===== src/rtl/core/cpls_pkg.sv =====
// Package: types, codes and per-state attribute table of the charge port lock sequencer.
package cpls_pkg;

  localparam int unsigned STATE_COUNT = 13;
  localparam int unsigned CODE_W      = 4;
  localparam int unsigned TIMER_W     = 8;
  localparam int unsigned CFG_INDEX_W = 4;
  localparam int unsigned CFG_DATA_W  = 8;

  localparam logic [TIMER_W-1:0] TIMER_MAX            = 8'd255;
  localparam logic [TIMER_W-1:0] MOTOR_RUN_RESET      = 8'd6;
  localparam logic [TIMER_W-1:0] RELEASE_WAIT_RESET   = 8'd2;

  localparam logic [CFG_INDEX_W-1:0] REG_MOTOR_RUN    = 4'd0;
  localparam logic [CFG_INDEX_W-1:0] REG_RELEASE_WAIT = 4'd1;

  localparam logic [1:0] SENSE_LOCKED   = 2'd1;
  localparam logic [1:0] SENSE_UNLOCKED = 2'd2;

  // One-hot state vector; bit position equals the reported state code.
  typedef enum logic [STATE_COUNT-1:0] {
    ST_POWER_ON        = 13'h0001,
    ST_IDLE            = 13'h0002,
    ST_PLUG_DETECT     = 13'h0004,
    ST_LOCKING         = 13'h0008,
    ST_LOCK_CHECK      = 13'h0010,
    ST_CHARGING        = 13'h0020,
    ST_POWER_LOST      = 13'h0040,
    ST_UNLOCKING       = 13'h0080,
    ST_UNLOCK_WAIT     = 13'h0100,
    ST_UNLOCKED        = 13'h0200,
    ST_ERR_UNLOCK      = 13'h0400,
    ST_ERR_UNLOCK_WAIT = 13'h0800,
    ST_ERR_UNLOCKED    = 13'h1000
  } state_t;

  typedef enum logic [1:0] {
    TO_NONE    = 2'd0,
    TO_MOTOR   = 2'd1,
    TO_RELEASE = 2'd2
  } to_kind_t;

  typedef struct packed {
    to_kind_t to_kind;
    logic     inhibit;
    logic     motor_close;
    logic     motor_open;
    logic     charge;
    logic     red;
    logic     yellow;
    logic     green;
    logic     flash;
  } attr_t;

  typedef struct packed {
    logic       tick;
    logic       has_cp;
    logic       has_pp;
    logic [1:0] lock_sense;
    logic       unlock_pressed;
  } item_t;

  typedef struct packed {
    logic [CODE_W-1:0] state_code;
    logic              changed;
    logic              inhibit_traction;
    logic              motor_close;
    logic              motor_open;
    logic              charge_enable;
    logic              lamp_red;
    logic              lamp_yellow;
    logic              lamp_green;
    logic              lamp_flash;
  } result_t;

  function automatic attr_t attr_of(state_t s);
    attr_t a;
    case (s)
      ST_POWER_ON:        a = '{TO_MOTOR,   1'b0, 1'b0, 1'b1, 1'b0, 1'b1, 1'b1, 1'b1, 1'b0};
      ST_IDLE:            a = '{TO_NONE,    1'b0, 1'b0, 1'b0, 1'b0, 1'b0, 1'b0, 1'b0, 1'b0};
      ST_PLUG_DETECT:     a = '{TO_NONE,    1'b1, 1'b0, 1'b0, 1'b0, 1'b0, 1'b1, 1'b0, 1'b0};
      ST_LOCKING:         a = '{TO_MOTOR,   1'b1, 1'b1, 1'b0, 1'b0, 1'b0, 1'b1, 1'b0, 1'b1};
      ST_LOCK_CHECK:      a = '{TO_NONE,    1'b1, 1'b0, 1'b0, 1'b0, 1'b0, 1'b1, 1'b0, 1'b1};
      ST_CHARGING:        a = '{TO_NONE,    1'b1, 1'b0, 1'b0, 1'b1, 1'b0, 1'b0, 1'b1, 1'b0};
      ST_POWER_LOST:      a = '{TO_NONE,    1'b1, 1'b0, 1'b0, 1'b0, 1'b1, 1'b0, 1'b0, 1'b1};
      ST_UNLOCKING:       a = '{TO_MOTOR,   1'b1, 1'b0, 1'b1, 1'b0, 1'b0, 1'b1, 1'b0, 1'b1};
      ST_UNLOCK_WAIT:     a = '{TO_RELEASE, 1'b1, 1'b0, 1'b0, 1'b0, 1'b0, 1'b1, 1'b0, 1'b0};
      ST_UNLOCKED:        a = '{TO_NONE,    1'b1, 1'b0, 1'b0, 1'b0, 1'b0, 1'b1, 1'b0, 1'b0};
      ST_ERR_UNLOCK:      a = '{TO_MOTOR,   1'b1, 1'b0, 1'b1, 1'b0, 1'b1, 1'b0, 1'b0, 1'b1};
      ST_ERR_UNLOCK_WAIT: a = '{TO_RELEASE, 1'b1, 1'b0, 1'b0, 1'b0, 1'b1, 1'b0, 1'b0, 1'b1};
      ST_ERR_UNLOCKED:    a = '{TO_NONE,    1'b1, 1'b0, 1'b0, 1'b0, 1'b1, 1'b0, 1'b0, 1'b1};
      default:            a = '{TO_MOTOR,   1'b0, 1'b0, 1'b1, 1'b0, 1'b1, 1'b1, 1'b1, 1'b0};
    endcase
    return a;
  endfunction

  function automatic logic [CODE_W-1:0] code_of(state_t s);
    logic [CODE_W-1:0] c;
    case (s)
      ST_POWER_ON:        c = 4'd0;
      ST_IDLE:            c = 4'd1;
      ST_PLUG_DETECT:     c = 4'd2;
      ST_LOCKING:         c = 4'd3;
      ST_LOCK_CHECK:      c = 4'd4;
      ST_CHARGING:        c = 4'd5;
      ST_POWER_LOST:      c = 4'd6;
      ST_UNLOCKING:       c = 4'd7;
      ST_UNLOCK_WAIT:     c = 4'd8;
      ST_UNLOCKED:        c = 4'd9;
      ST_ERR_UNLOCK:      c = 4'd10;
      ST_ERR_UNLOCK_WAIT: c = 4'd11;
      ST_ERR_UNLOCKED:    c = 4'd12;
      default:            c = 4'd0;
    endcase
    return c;
  endfunction

endpackage


===== src/rtl/core/cpls_if.sv =====
// Interfaces: input item, result and configuration write channels.
interface cpls_item_if;
  import cpls_pkg::*;
  logic  valid;
  logic  ready;
  item_t data;
  modport source (output valid, output data, input ready);
  modport sink   (input valid, input data, output ready);
endinterface

interface cpls_result_if;
  import cpls_pkg::*;
  logic    valid;
  logic    ready;
  result_t data;
  modport source (output valid, output data, input ready);
  modport sink   (input valid, input data, output ready);
endinterface

interface cpls_cfg_if;
  import cpls_pkg::*;
  logic                   valid;
  logic                   ready;
  logic [CFG_INDEX_W-1:0] index;
  logic [CFG_DATA_W-1:0]  wdata;
  modport source (output valid, output index, output wdata, input ready);
  modport sink   (input valid, input index, input wdata, output ready);
endinterface


===== src/rtl/core/charge_port_lock_sequencer_core.sv =====
// Top level: charge port lock sequencer with input register and result register.
//
//  channel  | dir | payload                                   | accepted when
//  ---------+-----+-------------------------------------------+----------------------
//  items    | in  | tick, has_cp, has_pp, lock_sense, unlock  | valid && ready
//  results  | out | state_code, changed, drives, lamps, flash | valid && ready
//  cfg      | in  | index, wdata (register write)             | valid && ready
//
// Each beat passes through the input register and then lands in the result
// register; one beat can be taken every cycle while the result register advances.
// The state and timer update in the same cycle as the result register loads.
// A stalled result register holds both stages once full; items.ready needs !in_valid or advance.
// Synchronous reset puts the port in power-on unlock with a cleared timer.
// cfg is always ready.
module charge_port_lock_sequencer_core (
  input  logic           clk,
  input  logic           rst,
  cpls_item_if.sink      items,
  cpls_result_if.source  results,
  cpls_cfg_if.sink       cfg
);
  import cpls_pkg::*;

  logic                   in_valid;
  item_t                  in_item;
  logic                   out_valid;
  result_t                out_data;
  state_t                 state;
  logic [TIMER_W-1:0]     timer;
  logic [TIMER_W-1:0]     motor_run_ticks;
  logic [TIMER_W-1:0]     release_wait_ticks;

  logic                   advance;
  logic                   fire;
  attr_t                  cur_attr;
  attr_t                  new_attr;
  logic [TIMER_W-1:0]     timer_tick;
  logic [TIMER_W-1:0]     limit;
  logic                   timed_out;
  logic                   cp_none;
  logic                   cp_one;
  logic                   cp_both;
  logic                   sense_locked;
  logic                   sense_unlocked;
  logic                   taken;
  state_t                 target;
  state_t                 state_next;
  logic [TIMER_W-1:0]     timer_next;
  result_t                out_data_next;

  assign advance       = !out_valid || results.ready;
  assign fire          = in_valid && advance;
  assign items.ready   = !in_valid || advance;
  assign cfg.ready     = 1'b1;
  assign results.valid = out_valid;
  assign results.data  = out_data;

  assign cur_attr       = attr_of(state);
  assign timer_tick     = (in_item.tick && timer != TIMER_MAX) ? timer + 8'd1 : timer;
  assign cp_none        = !in_item.has_cp && !in_item.has_pp;
  assign cp_one         = in_item.has_cp != in_item.has_pp;
  assign cp_both        = in_item.has_cp && in_item.has_pp;
  assign sense_locked   = in_item.lock_sense == SENSE_LOCKED;
  assign sense_unlocked = in_item.lock_sense == SENSE_UNLOCKED;
  assign timed_out      = timer_tick >= limit;

  always_comb begin
    case (cur_attr.to_kind)
      TO_MOTOR:   limit = motor_run_ticks;
      TO_RELEASE: limit = release_wait_ticks;
      default:    limit = '0;
    endcase
  end

  // Transitions per state in fixed priority: switch, none, one, both,
  // locked, unlocked, timeout. Absent entries simply do not appear.
  always_comb begin
    taken  = 1'b0;
    target = state;
    case (state)
      ST_IDLE: begin
        if (cp_one) begin
          taken = 1'b1; target = ST_PLUG_DETECT;
        end else if (cp_both) begin
          taken = 1'b1; target = ST_LOCKING;
        end
      end
      ST_PLUG_DETECT: begin
        if (cp_none) begin
          taken = 1'b1; target = ST_IDLE;
        end else if (cp_both) begin
          taken = 1'b1; target = ST_LOCKING;
        end
      end
      ST_LOCKING: begin
        if (timed_out) begin
          taken = 1'b1; target = ST_LOCK_CHECK;
        end
      end
      ST_LOCK_CHECK: begin
        if (in_item.unlock_pressed) begin
          taken = 1'b1; target = ST_UNLOCKING;
        end else if (sense_locked) begin
          taken = 1'b1; target = ST_CHARGING;
        end else if (sense_unlocked) begin
          taken = 1'b1; target = ST_ERR_UNLOCK;
        end
      end
      ST_CHARGING: begin
        if (in_item.unlock_pressed) begin
          taken = 1'b1; target = ST_UNLOCKING;
        end else if (cp_none || cp_one) begin
          taken = 1'b1; target = ST_POWER_LOST;
        end
      end
      ST_POWER_LOST: begin
        if (in_item.unlock_pressed) begin
          taken = 1'b1; target = ST_UNLOCKING;
        end else if (cp_both) begin
          taken = 1'b1; target = ST_CHARGING;
        end
      end
      ST_UNLOCKING: begin
        if (timed_out) begin
          taken = 1'b1; target = ST_UNLOCK_WAIT;
        end
      end
      ST_UNLOCK_WAIT: begin
        if (in_item.unlock_pressed) begin
          taken = 1'b1; target = ST_UNLOCK_WAIT;
        end else if (timed_out) begin
          taken = 1'b1; target = ST_UNLOCKED;
        end
      end
      ST_UNLOCKED: begin
        if (in_item.unlock_pressed) begin
          taken = 1'b1; target = ST_UNLOCKING;
        end else if (cp_none) begin
          taken = 1'b1; target = ST_IDLE;
        end
      end
      ST_ERR_UNLOCK: begin
        if (timed_out) begin
          taken = 1'b1; target = ST_ERR_UNLOCK_WAIT;
        end
      end
      ST_ERR_UNLOCK_WAIT: begin
        if (in_item.unlock_pressed) begin
          taken = 1'b1; target = ST_ERR_UNLOCK_WAIT;
        end else if (timed_out) begin
          taken = 1'b1; target = ST_ERR_UNLOCKED;
        end
      end
      ST_ERR_UNLOCKED: begin
        if (in_item.unlock_pressed) begin
          taken = 1'b1; target = ST_ERR_UNLOCK;
        end else if (cp_none) begin
          taken = 1'b1; target = ST_IDLE;
        end
      end
      default: begin
        // Power-on unlock; also where an illegal vector would recover.
        if (timed_out) begin
          taken = 1'b1; target = ST_IDLE;
        end
      end
    endcase
  end

  assign state_next = taken ? target : state;
  assign timer_next = taken ? '0 : timer_tick;
  assign new_attr   = attr_of(state_next);

  always_comb begin
    out_data_next.state_code       = code_of(state_next);
    out_data_next.changed          = taken;
    out_data_next.inhibit_traction = new_attr.inhibit;
    out_data_next.motor_close      = new_attr.motor_close;
    out_data_next.motor_open       = new_attr.motor_open;
    out_data_next.charge_enable    = new_attr.charge;
    out_data_next.lamp_red         = new_attr.red;
    out_data_next.lamp_yellow      = new_attr.yellow;
    out_data_next.lamp_green       = new_attr.green;
    out_data_next.lamp_flash       = new_attr.flash;
  end

  always_ff @(posedge clk) begin
    if (rst) begin
      in_valid           <= 1'b0;
      out_valid          <= 1'b0;
      state              <= ST_POWER_ON;
      timer              <= '0;
      motor_run_ticks    <= MOTOR_RUN_RESET;
      release_wait_ticks <= RELEASE_WAIT_RESET;
    end else begin
      if (items.ready) begin
        in_valid <= items.valid;
      end
      if (advance) begin
        out_valid <= in_valid;
      end
      if (fire) begin
        state <= state_next;
        timer <= timer_next;
      end
      if (cfg.valid) begin
        case (cfg.index)
          REG_MOTOR_RUN:    motor_run_ticks    <= cfg.wdata;
          REG_RELEASE_WAIT: release_wait_ticks <= cfg.wdata;
          default: ;
        endcase
      end
    end
  end

  always_ff @(posedge clk) begin
    if (items.valid && items.ready) begin
      in_item <= items.data;
    end
    if (fire) begin
      out_data <= out_data_next;
    end
  end

  a_state_onehot: assert property (@(posedge clk) disable iff (rst)
    $onehot(state))
    else $error("state vector is not one-hot");

  a_result_matches_state: assert property (@(posedge clk) disable iff (rst)
    out_valid |-> out_data.state_code == code_of(state))
    else $error("result state code disagrees with current state");

  a_taken_clears_timer: assert property (@(posedge clk) disable iff (rst)
    (fire && taken) |=> timer == '0)
    else $error("timer not cleared after a transition");

  a_idle_holds_state: assert property (@(posedge clk) disable iff (rst)
    !fire |=> $stable(timer) && $stable(state))
    else $error("state or timer moved without a beat");

endmodule

===== src/flat_wrapper.sv =====
// flat-port wrapper written by rule: the top's interface ports become plain ports
module charge_port_lock_sequencer_core_flat import cpls_pkg::*;
  (clk, rst, items_valid, items_data, items_ready, results_valid, results_data, results_ready, cfg_valid, cfg_index, cfg_wdata, cfg_ready);
  cpls_item_if items_i ();
  cpls_result_if results_i ();
  cpls_cfg_if cfg_i ();
  input  logic clk;
  input  logic rst;
  input wire logic [$bits(items_i.valid)-1:0] items_valid;
  input wire logic [$bits(items_i.data)-1:0] items_data;
  output wire logic [$bits(items_i.ready)-1:0] items_ready;
  output wire logic [$bits(results_i.valid)-1:0] results_valid;
  output wire logic [$bits(results_i.data)-1:0] results_data;
  input wire logic [$bits(results_i.ready)-1:0] results_ready;
  input wire logic [$bits(cfg_i.valid)-1:0] cfg_valid;
  input wire logic [$bits(cfg_i.index)-1:0] cfg_index;
  input wire logic [$bits(cfg_i.wdata)-1:0] cfg_wdata;
  output wire logic [$bits(cfg_i.ready)-1:0] cfg_ready;
  assign items_i.valid = items_valid;
  assign items_i.data = items_data;
  assign items_ready = items_i.ready;
  assign results_valid = results_i.valid;
  assign results_data = results_i.data;
  assign results_i.ready = results_ready;
  assign cfg_i.valid = cfg_valid;
  assign cfg_i.index = cfg_index;
  assign cfg_i.wdata = cfg_wdata;
  assign cfg_ready = cfg_i.ready;
  charge_port_lock_sequencer_core u_core (.clk(clk), .rst(rst), .items(items_i), .results(results_i), .cfg(cfg_i));
endmodule

===== config.mk =====
export PLATFORM = sky130hd
export DESIGN_NAME = charge_port_lock_sequencer_core_flat
export DESIGN_NICKNAME = d
export VERILOG_FILES = /design/src/rtl/core/cpls_pkg.sv /design/src/rtl/core/cpls_if.sv /design/src/rtl/core/charge_port_lock_sequencer_core.sv /design/src/flat_wrapper.sv
export SDC_FILE = /design/constraint.sdc
export NUM_CORES = 1
export LEC_CHECK = 0
export BUFFER_PORTS_ARGS = -buffer_cell sky130_fd_sc_hd__buf_4
export CAP_MARGIN = 5
export CELL_PAD_IN_SITES_DETAIL_PLACEMENT = 1
export CELL_PAD_IN_SITES_GLOBAL_PLACEMENT = 2
export CORE_UTILIZATION = 30
export DETAILED_ROUTE_END_ITERATION = 8
export MAX_ROUTING_LAYER = met4
export PLACE_DENSITY_LB_ADDON = 0.08
export SYNTH_ARGS = -nofsm -noshare
export SYNTH_HDL_FRONTEND = slang
export SYNTH_SLANG_ARGS = --single-unit

===== constraint.sdc =====
create_clock -name clk -period 8.4 [get_ports clk]
set_input_delay 0.42 -clock clk [delete_from_list [all_inputs] [get_ports clk]]
set_output_delay 0.42 -clock clk [all_outputs]
set_load 0.05 [all_outputs]

=== Word level (Yosys, flattened, before mapping) ===
Index checks and enable logic that the tools add are counted.

* Add/sub/neg operators: 1
* Equality and inequality tests: 31
* $lt $le $gt $ge: 1
* Reduce and logical (&&, ||, !) cells: 21
* Mux-type cells: 43

{| class="wikitable"
|+ Operator list
! cell !! number
|-
| 13-bit 2-to-1 mux || 22
|-
| 13-bit case mux with 12 select lines || 1
|-
| 10-bit case mux with 10 select lines || 1
|-
| 8-bit case mux with 10 select lines || 1
|-
| 4-bit case mux with 12 select lines || 1
|-
| 13-bit by 10-bit equality test with 1-bit output (second input constant) || 2
|-
| 13-bit by 11-bit equality test with 1-bit output (second input constant) || 2
|-
| 13-bit by 12-bit equality test with 1-bit output (second input constant) || 2
|-
| 13-bit equality test (second input constant) || 2
|-
| 13-bit by 2-bit equality test with 1-bit output (second input constant) || 2
|-
| 13-bit by 3-bit equality test with 1-bit output (second input constant) || 2
|-
| 13-bit by 4-bit equality test with 1-bit output (second input constant) || 2
|-
| 13-bit by 5-bit equality test with 1-bit output (second input constant) || 2
|-
| 13-bit by 6-bit equality test with 1-bit output (second input constant) || 2
|-
| 13-bit by 7-bit equality test with 1-bit output (second input constant) || 2
|-
| 13-bit by 8-bit equality test with 1-bit output (second input constant) || 2
|-
| 13-bit by 9-bit equality test with 1-bit output (second input constant) || 2
|-
| 8-bit 2-to-1 mux || 2
|-
| 8-bit case mux with 2 select lines || 1
|-
| 1-bit 2-to-1 mux || 13
|-
| 2-bit OR reduction || 6
|-
| 8-bit by 1-bit adder with 8-bit output (second input constant) || 1
|-
| 8-bit greater-or-equal comparator || 1
|-
| 8-bit inequality test (second input constant) || 1
|-
| other kinds (10) || 22
|}

* Register bits after elaboration: 58
* Input bits: 23
* Output and inout bits: 16

=== Logic depth before layout (Yosys ltp) ===
Gate-level depths: netlist (run 1).

* Depth in word-level cells: 13
* Mapped depth: 23

=== Worst setup path after synthesis (run 1) ===
OpenSTA, ideal clock, no wires.

* Path kind: reg2reg
* Start point: register u_core.state[1]
* End point: register u_core.out_data (netlist bit u_core.results.data[7]) (data pin)
* Data arrival time: 5048 ps
* Period minus slack after synthesis: 5188 ps
* Cell stages (with the launch flop): 20
* Buffers on the path: 2
* Path slack: 3212 ps
* Cell sequence: dfxtp_1 -> buf_6 -> or4_4 -> o21a_2 -> clkinv_4 -> ha_1 -> clkbuf_1 -> a22oi_1 -> or2_2 -> ha_1 -> a2111o_1 -> a311o_1 -> nand2_2 -> o2111ai_2 -> o21ai_4 -> inv_6 -> mux2_4 -> or3b_1 -> or4_4 -> nand4b_1

{| class="wikitable"
|+ RTL lines
! item !! line !! source
|-
| start, declared || charge_port_lock_sequencer_core.sv:28 || <nowiki>state_t state;</nowiki>
|-
| start signal, assigned || charge_port_lock_sequencer_core.sv:203 || <nowiki>state <= state_next;</nowiki>
|-
| end signal, assigned || charge_port_lock_sequencer_core.sv:221 || <nowiki>out_data <= out_data_next;</nowiki>
|-
| end, declared || charge_port_lock_sequencer_core.sv:27 || <nowiki>result_t out_data;</nowiki>
|}

==> flow_summary_export.csv, run 1 <==
group,metric,value,unit
run_status,status,"finished clean",
critical_path,arrival,6.62,ns
synth,ys_top_cells_by_area,"dfxtp_1 (19%), edfxtp_1 (14%), nor2_1 (5.7%), mux2i_1 (5.5%), ha_1 (5.0%)",
clock_tree,cts_root_buffer,"clkbuf_16",
clock_tree,postCtsSetupBuffers,0,
detailed_routing,first_iter_violations,151,
place,gp_congestion,0.8838,
place,dpl.hpwl,9.454,mm
critical_path,cp_num_buf_inv,2,
power_and_ir_drop,total_power,749.2,uW
global_routing,grt_pass1_wl,20.35,mm
detailed_routing,wl_per_cell,18.30,um
flow_run,cap_violations,0,
timing,maxSlewHeadroom,26.34,%
critical_path,slowest_delay,0.87,ns
clock_tree,cts_tree,"done",
clock_tree,cts_buffer_depth,2,
global_routing,grt_overflow,0,
critical_path,cp-end-kind,"flop",
critical_path,start_kind,"flop",
global_routing,track_usage,19.35,%
timing,hold_viol,0,
die,start_util,30.59,%
cells_and_area,drive_gt1_share,16.60,%
clock_tree,ctsHtreeMaxLevel,3,
synth,yosys_warnings,0,
timing,final_max_slew_viol_count,0,
cells_and_area,area_delta_synth_final,16.53,%
timing,setup_viol,0,
timing,tns,0,ns
synth,synth_top_area_share,19.35,%
timing,layout_setup_ws,1.977,ns
synth,synth_ff_type,"dfxtp_1",
synth,syn_area,4035,um^2
synth,synth_edf_count,19,
die,die_w,118.0,um
detailed_routing,firstDrtPassIters,4,
power_and_ir_drop,power_leakage,0.001863,uW
detailed_routing,vias,3620,
critical_path,slowest_stage,"nor3_1",
detailed_routing,routed_wl,12.37,mm
global_routing,grt_pass1_vias,3805,
timing,rsz0062_at_grt,"no",
critical_path,cp_max_fo,19,
timing,min_period,6.423,ns
die,num_rows,42,
die,core_area,13190,um^2
die,fp.dieArea,13920,um^2
synth,synth_seq_cells,58,
clock_tree,cts_sinks,58,
cells_and_area,n_antenna_cell,0,
hold_path,hold_path_class,"primary input to flop",
synth,syn_nets,514,
timing,fin_worst_skew,0.006080,ns
detailed_routing,via_per_inst,5.355,
timing,worst_pin_slew,1.104,ns
critical_path,worstSetupPathType,"flop to flop",
die,die_y,118.0,um
synth,syn_inst,475,
clock_tree,path_clk_slew,0.05,ns
clock_tree,numCtsBuffers,9,
synth,post-synth-top-area-cell,"dfxtp_1",
timing,fin_crit_sh,76.47,%
synth,ys_seq_area_share,33.49,%
die,ioPinCount,39,
detailed_routing,drcViolationCount,0,
global_routing,grt_max_degree,40,
power_and_ir_drop,ir_drop,88.66,uV
synth,async_flop_share,0,%
detailed_routing,ant_nets,0,
critical_path,crit_chain,"nor3_1, and2_1, a22oi_1, o21a_2, clkinv_4, ha_1, a22oi_1, or2_2, ha_1, a2111o_1, a311o_1, nand2_2, o2111ai_2, o21ai_4, inv_6, mux2_4, or3b_1, or4_4, nand4b_1",
clock_tree,postCtsHoldBufs,0,
clock_tree,clk_latency,0.34,ns
synth,avgSynthCellArea,8.495,um^2
synth,yosysUniqueCellTypes,68,
power_and_ir_drop,powerDensity,159.3,nW/um^2
timing,fmax,155.7,MHz
clock_tree,cts_resized,0,
critical_path,path_delay_family,"simple AND/OR/NAND/NOR gates",
cells_and_area,fin_nets,534,
critical_path,cp_data_required_time,8.60,ns
place,port_buffers,37,
global_routing,antenna_found_initial,0,
place,dp_slack,2.034,ns
## report_power, final
| group | total (uW) | switching [uW] | internal (uW) |
|---|---|---|---|
| logic | 81.8 | 51.8 | 29.9 |
| registers | 308 | 10.6 | 297 |
| clock network | 360 | 132 | 228 |
| total | 749 | 194 | 555 |
## metal layers
metal | track usage [%] | wire length, um | vias to the layer above
met4 | 5.369 | 131 | 0
met2 | 32.90 | 6209 | 47
met5 | - | 0 | -
met1 | 22.98 | 5680 | 1785
met3 | 4.070 | 350 | 10
li1 | - | - | 1778
## logic make-up after synthesis
family / after synthesis / synth area share [%]
AO/OA/AOI/OAI: 100 / 17.12
XOR/XNOR: 15 / 3.256
buffers and inverters: 42 / 4.837
flip-flops: 58 / 33.49
other: 1 / 0.09293
AND/OR/NAND/NOR: 216 / 29.24
multiplexers: 27 / 7.007
adder cells (fa/ha/maj): 16 / 4.961
## layout make-up
| class | count | area (um^2) |
|---|---|---|
| timing repair buffer | 39 | 292.8 |
| fill | 1558 | 8488 |
| clock inverter | 5 | 55.05 |
| sequential | 58 | 1351 |
| clock buffer | 11 | 232.7 |
| tap | 176 | 220.2 |
| inverter | 12 | 55.05 |
| multi-input combinational | 375 | 2495 |
## synth_stat cells (5+ instances only)
cell type	instances
inv_1	9
nor2_1	61
nor4_1	5
and2_1	8
nor3_1	14
or2_2	10
mux2i_1	22
nand2b_1	10
a22oi_1	13
edfxtp_1	19
xnor2_1	5
a211o_1	5
buf_2	7
a211oi_1	7
clkbuf_1	20
nor2b_1	6
or3_1	7
o21ai_0	15
a31oi_1	7
nand2_1	35
xor2_1	10
nand3_1	16
dfxtp_1	39
a21oi_1	23
o31ai_1	5
and3_1	5
nand3b_1	5
ha_1	16
nand4_1	10
## flip-flops by register name, indices dropped and copies added, names as in the netlist
name / count
u_core.release_wait_ticks: 8
u_core.results.data: 13
u_core.timer: 8
u_core.results.valid: 1
u_core.in_item: 6
u_core.in_valid: 1
u_core.motor_run_ticks: 8
u_core.state: 13
## through the flow
step	hold slack (ns)	std cells	util, %	area, um^2
after floorplan	0.4358	475	-	4035
after global placement	0.4785	660	33.47	4414
after detailed placement	0.4814	660	33.47	4414
after CTS	0.2437	676	35.65	4702
after global routing	0.2430	676	35.65	4702
final	0.2553	676	35.65	4702
## worst paths after layout
check	startpoint	endpoint	slack, ns	cells past startpoint
worst max-delay path	u_core.state[10]	u_core.results.data[7]	1.98	19
worst min-delay path	items_data[0]	u_core.in_item[0]	0.26	1
worst max register to register	u_core.state[10]	u_core.results.data[7]	1.98	19
worst min register to register	u_core.release_wait_ticks[1]	u_core.release_wait_ticks[1]	0.49	1
## cell usage in the layout (no fill, tap or decap), types with 3 or more instances in the layout
master	count
mux2i_1	22
xor2_1	10
edfxtp_1	19
and2_1	8
or3b_1	3
clkbuf_16	9
ha_1	16
xnor2_1	5
nand2_1	35
a211o_1	5
nor4_1	4
or3_1	7
and3_1	5
o21ai_0	15
buf_4	39
or2_2	10
nand4_1	10
o31ai_1	5
nor3_1	14
inv_1	9
nand4b_1	4
a22oi_1	13
nor3b_1	3
nand2b_1	10
a211oi_1	7
or4_1	4
dfxtp_1	39
nor2b_1	6
a21oi_1	23
nand3b_1	5
a31oi_1	7
o21bai_1	3
nand3_1	16
nor2_1	61
Power figures use the tool's default switching activity.
==> run 2: changes to the inputs <==
Settings changed: ABC_AREA set to 1.
Clock period 8.4 ns to 5.75 ns, I/O delays scaled along.
==> run 2 against run 1 <==
Compared with the run above:
- maximum frequency increased by 37%
- worst hold slack got worse by 0.14 ns
- utilization increased by 0.74 points
- total power increased by 49%
- worst setup slack got worse by 0.91 ns
- critical path depth increased by 8
- flip-flop and latch count unchanged
- clock power increased by 41%
==> flow_summary_export.csv, run 2 <==
group,metric,value,unit
run_status,status,"finished clean",
place,dpl.hpwl,10.16,mm
critical_path,cp-end-kind,"flop",
cells_and_area,n_antenna_cell,0,
detailed_routing,first_iter_violations,167,
clock_tree,postCtsSetupBuffers,0,
die,fp.dieArea,14160,um^2
clock_tree,cts_tree,"done",
critical_path,slowest_delay,0.44,ns
synth,synth-simple-area-share,37.20,%
timing,fmax,213.3,MHz
detailed_routing,vias,3955,
clock_tree,postCtsHoldBufs,0,
synth,ys_top_cells_by_area,"dfxtp_1 (19%), edfxtp_1 (14%), nand2_1 (11%), inv_1 (7.9%), nor2_1 (6.3%)",
detailed_routing,routed_wl,12.84,mm
clock_tree,cts_resized,0,
detailed_routing,drcViolationCount,0,
clock_tree,cts_buffer_depth,2,
flow_run,cap_violations,0,
detailed_routing,via_per_inst,4.853,
cells_and_area,final_common_cell,"nand2_1",
cells_and_area,drive_gt1_share,18.15,%
clock_tree,cts_root_buffer,"clkbuf_16",
global_routing,grt_pass1_wl,20.89,mm
synth,synthMuxAreaShare,0,%
die,num_rows,42,
cells_and_area,area_delta_synth_final,17.82,%
power_and_ir_drop,powerDensity,231.2,nW/um^2
timing,hold_ws,0.1191,ns
cells_and_area,fin_nets,673,
place,port_buffers,37,
timing,worst_pin_slew,0.7201,ns
synth,synth_top_family_by_area,"simple AND/OR/NAND/NOR gates",
timing,maxSlewHeadroom,51.94,%
synth,synth_seq_cells,58,
place,placed_cell_area,4562,um^2
synth,post-synth-top-area-cell,"dfxtp_1",
clock_tree,numCtsBuffers,9,
synth,yosysMostFrequentCell,"nand2_1",
global_routing,track_usage,19.86,%
synth,ys_seq_area_share,32.91,%
timing,fin_crit_sh,81.52,%
global_routing,grt_pass1_vias,3974,
timing,fin_worst_skew,0.008844,ns
timing,min_period,4.687,ns
timing,rsz0062_at_grt,"no",
synth,syn_inst,597,
critical_path,path_common_cell,"nand3_1",
synth,synth_adder_area_share,4.875,%
die,core_area,13300,um^2
timing,setup_viol,0,
synth,synth_top_area_share,19.01,%
power_and_ir_drop,power_leakage,0.002420,uW
die,die_y,119.0,um
power_and_ir_drop,total_power,1118,uW
critical_path,cp_data_required_time,5.95,ns
clock_tree,ctsHtreeMaxLevel,3,
detailed_routing,firstDrtPassIters,4,
synth,syn_nets,636,
global_routing,grt_overflow,0,
cells_and_area,most-common-layout-cells,"nand2_1 (122), inv_1 (86), nor2_1 (69)",
critical_path,worstSetupPathType,"flop to flop",
synth,async_flop_share,0,%
cells_and_area,multiInputGateArea,2340,um^2
critical_path,start_kind,"flop",
clock_tree,path_clk_slew,0.06,ns
detailed_routing,ant_nets,0,
die,die_w,119.0,um
place,gp_congestion,0.8702,
global_routing,grt_max_degree,29,
synth,synth_edf_count,19,
clock_tree,clk_latency,0.34,ns
timing,tns,0,ns
critical_path,slowest_stage,"dfxtp_1",
critical_path,arrival,4.89,ns
synth,synth_ff_type,"dfxtp_1",
power_and_ir_drop,ir_drop,107.7,uV
synth,yosys_warnings,0,
synth,avgSynthCellArea,6.878,um^2
hold_path,hold_path_class,"primary input to flop",
detailed_routing,wl_per_cell,15.75,um
synth,synth-compound-area-share,13.10,%
synth,synth_commonest_cells,"nand2_1 (122), inv_1 (86), nor2_1 (69)",
synth,synth_xor_area_share,1.706,%
cells_and_area,regArea,1351,um^2
die,ioPinCount,39,
synth,syn_area,4106,um^2
die,start_util,30.89,%
timing,final_max_slew_viol_count,0,
cells_and_area,fill_cells,1680,
clock_tree,cts_sinks,58,
global_routing,antenna_found_initial,0,
synth,yosysUniqueCellTypes,40,
cells_and_area,finalCoreUtilization,36.39,%
critical_path,cp_max_fo,12,
cells_and_area,finish.instance_area,4838,um^2
timing,hold_viol,0,
run 2: cell count changes after synthesis, sizes merged, moves of 13 or more:
cell | before | now
o21ai | 17 | 43
nor2 | 61 | 84
a22oi | 13 | 0
inv | 11 | 95
a21oi | 23 | 39
nand3 | 16 | 52
nand2 | 36 | 148
mux2i | 23 | 0
run 2: logic make-up after synthesis:
kind of cell               Yosys count
adders and majority gates           16
and+or+nand+nor                    305
AOI/OAI and AO/OA                  100
DFF                                 58
other                                1
xor gates and xnor gates             8
buffers and inverters              109
run 2: layout make-up:
class | instances | area share (%)
clock buffer | 10 | 4.939
clock inverter | 6 | 0.7758
inverter | 97 | 7.551
multi-input combinational | 430 | 48.36
sequential | 58 | 27.93
tap | 176 | 4.551
timing repair buffer | 38 | 5.896
run 2: metal layers:
layer	routed length, um	global-route usage, %	vias up
met4	180	5.696	0
met1	6581	27.63	1862
li1	-	-	2007
met5	0	-	-
met3	515	3.879	13
met2	5562	28.96	73
run 2: metrics by stage:
stage                     cells  setup slack [ns]
after floorplan             597             1.966
after global placement      799             1.024
after detailed placement    799             1.046
after CTS                   815             1.023
after global routing        815            0.5160
final                       815             1.063
run 2: power by group:
part | leakage [uW] | internal (uW) | total, uW | switching [uW]
logic | 0.00179 | 46.7 | 156 | 109
clock network | 0.000144 | 303 | 509 | 206
registers | 0.000488 | 438 | 454 | 15.7
run 2: worst paths after layout:
| check | start | endpoint | slack (ns) | cells past startpoint |
|---|---|---|---|---|
| max | u_core.state[10] | u_core.results.data[2] | 1.06 | 27 |
| min reg2reg | u_core.release_wait_ticks[2] | u_core.release_wait_ticks[2] | 0.47 | 2 |
| min | items_data[3] | u_core.in_item[3] | 0.12 | 1 |
| max reg2reg | u_core.state[10] | u_core.results.data[2] | 1.06 | 27 |
run 2: critical path: cells and delay by family (launching register included):
family / cells / cell delay, ns
and+or+nand+nor: 14 / 1.95
AOI/OAI and AO/OA: 5 / 0.96
buffers and inverters: 6 / 0.67
adders and majority gates: 2 / 0.51
DFF: 1 / 0.44
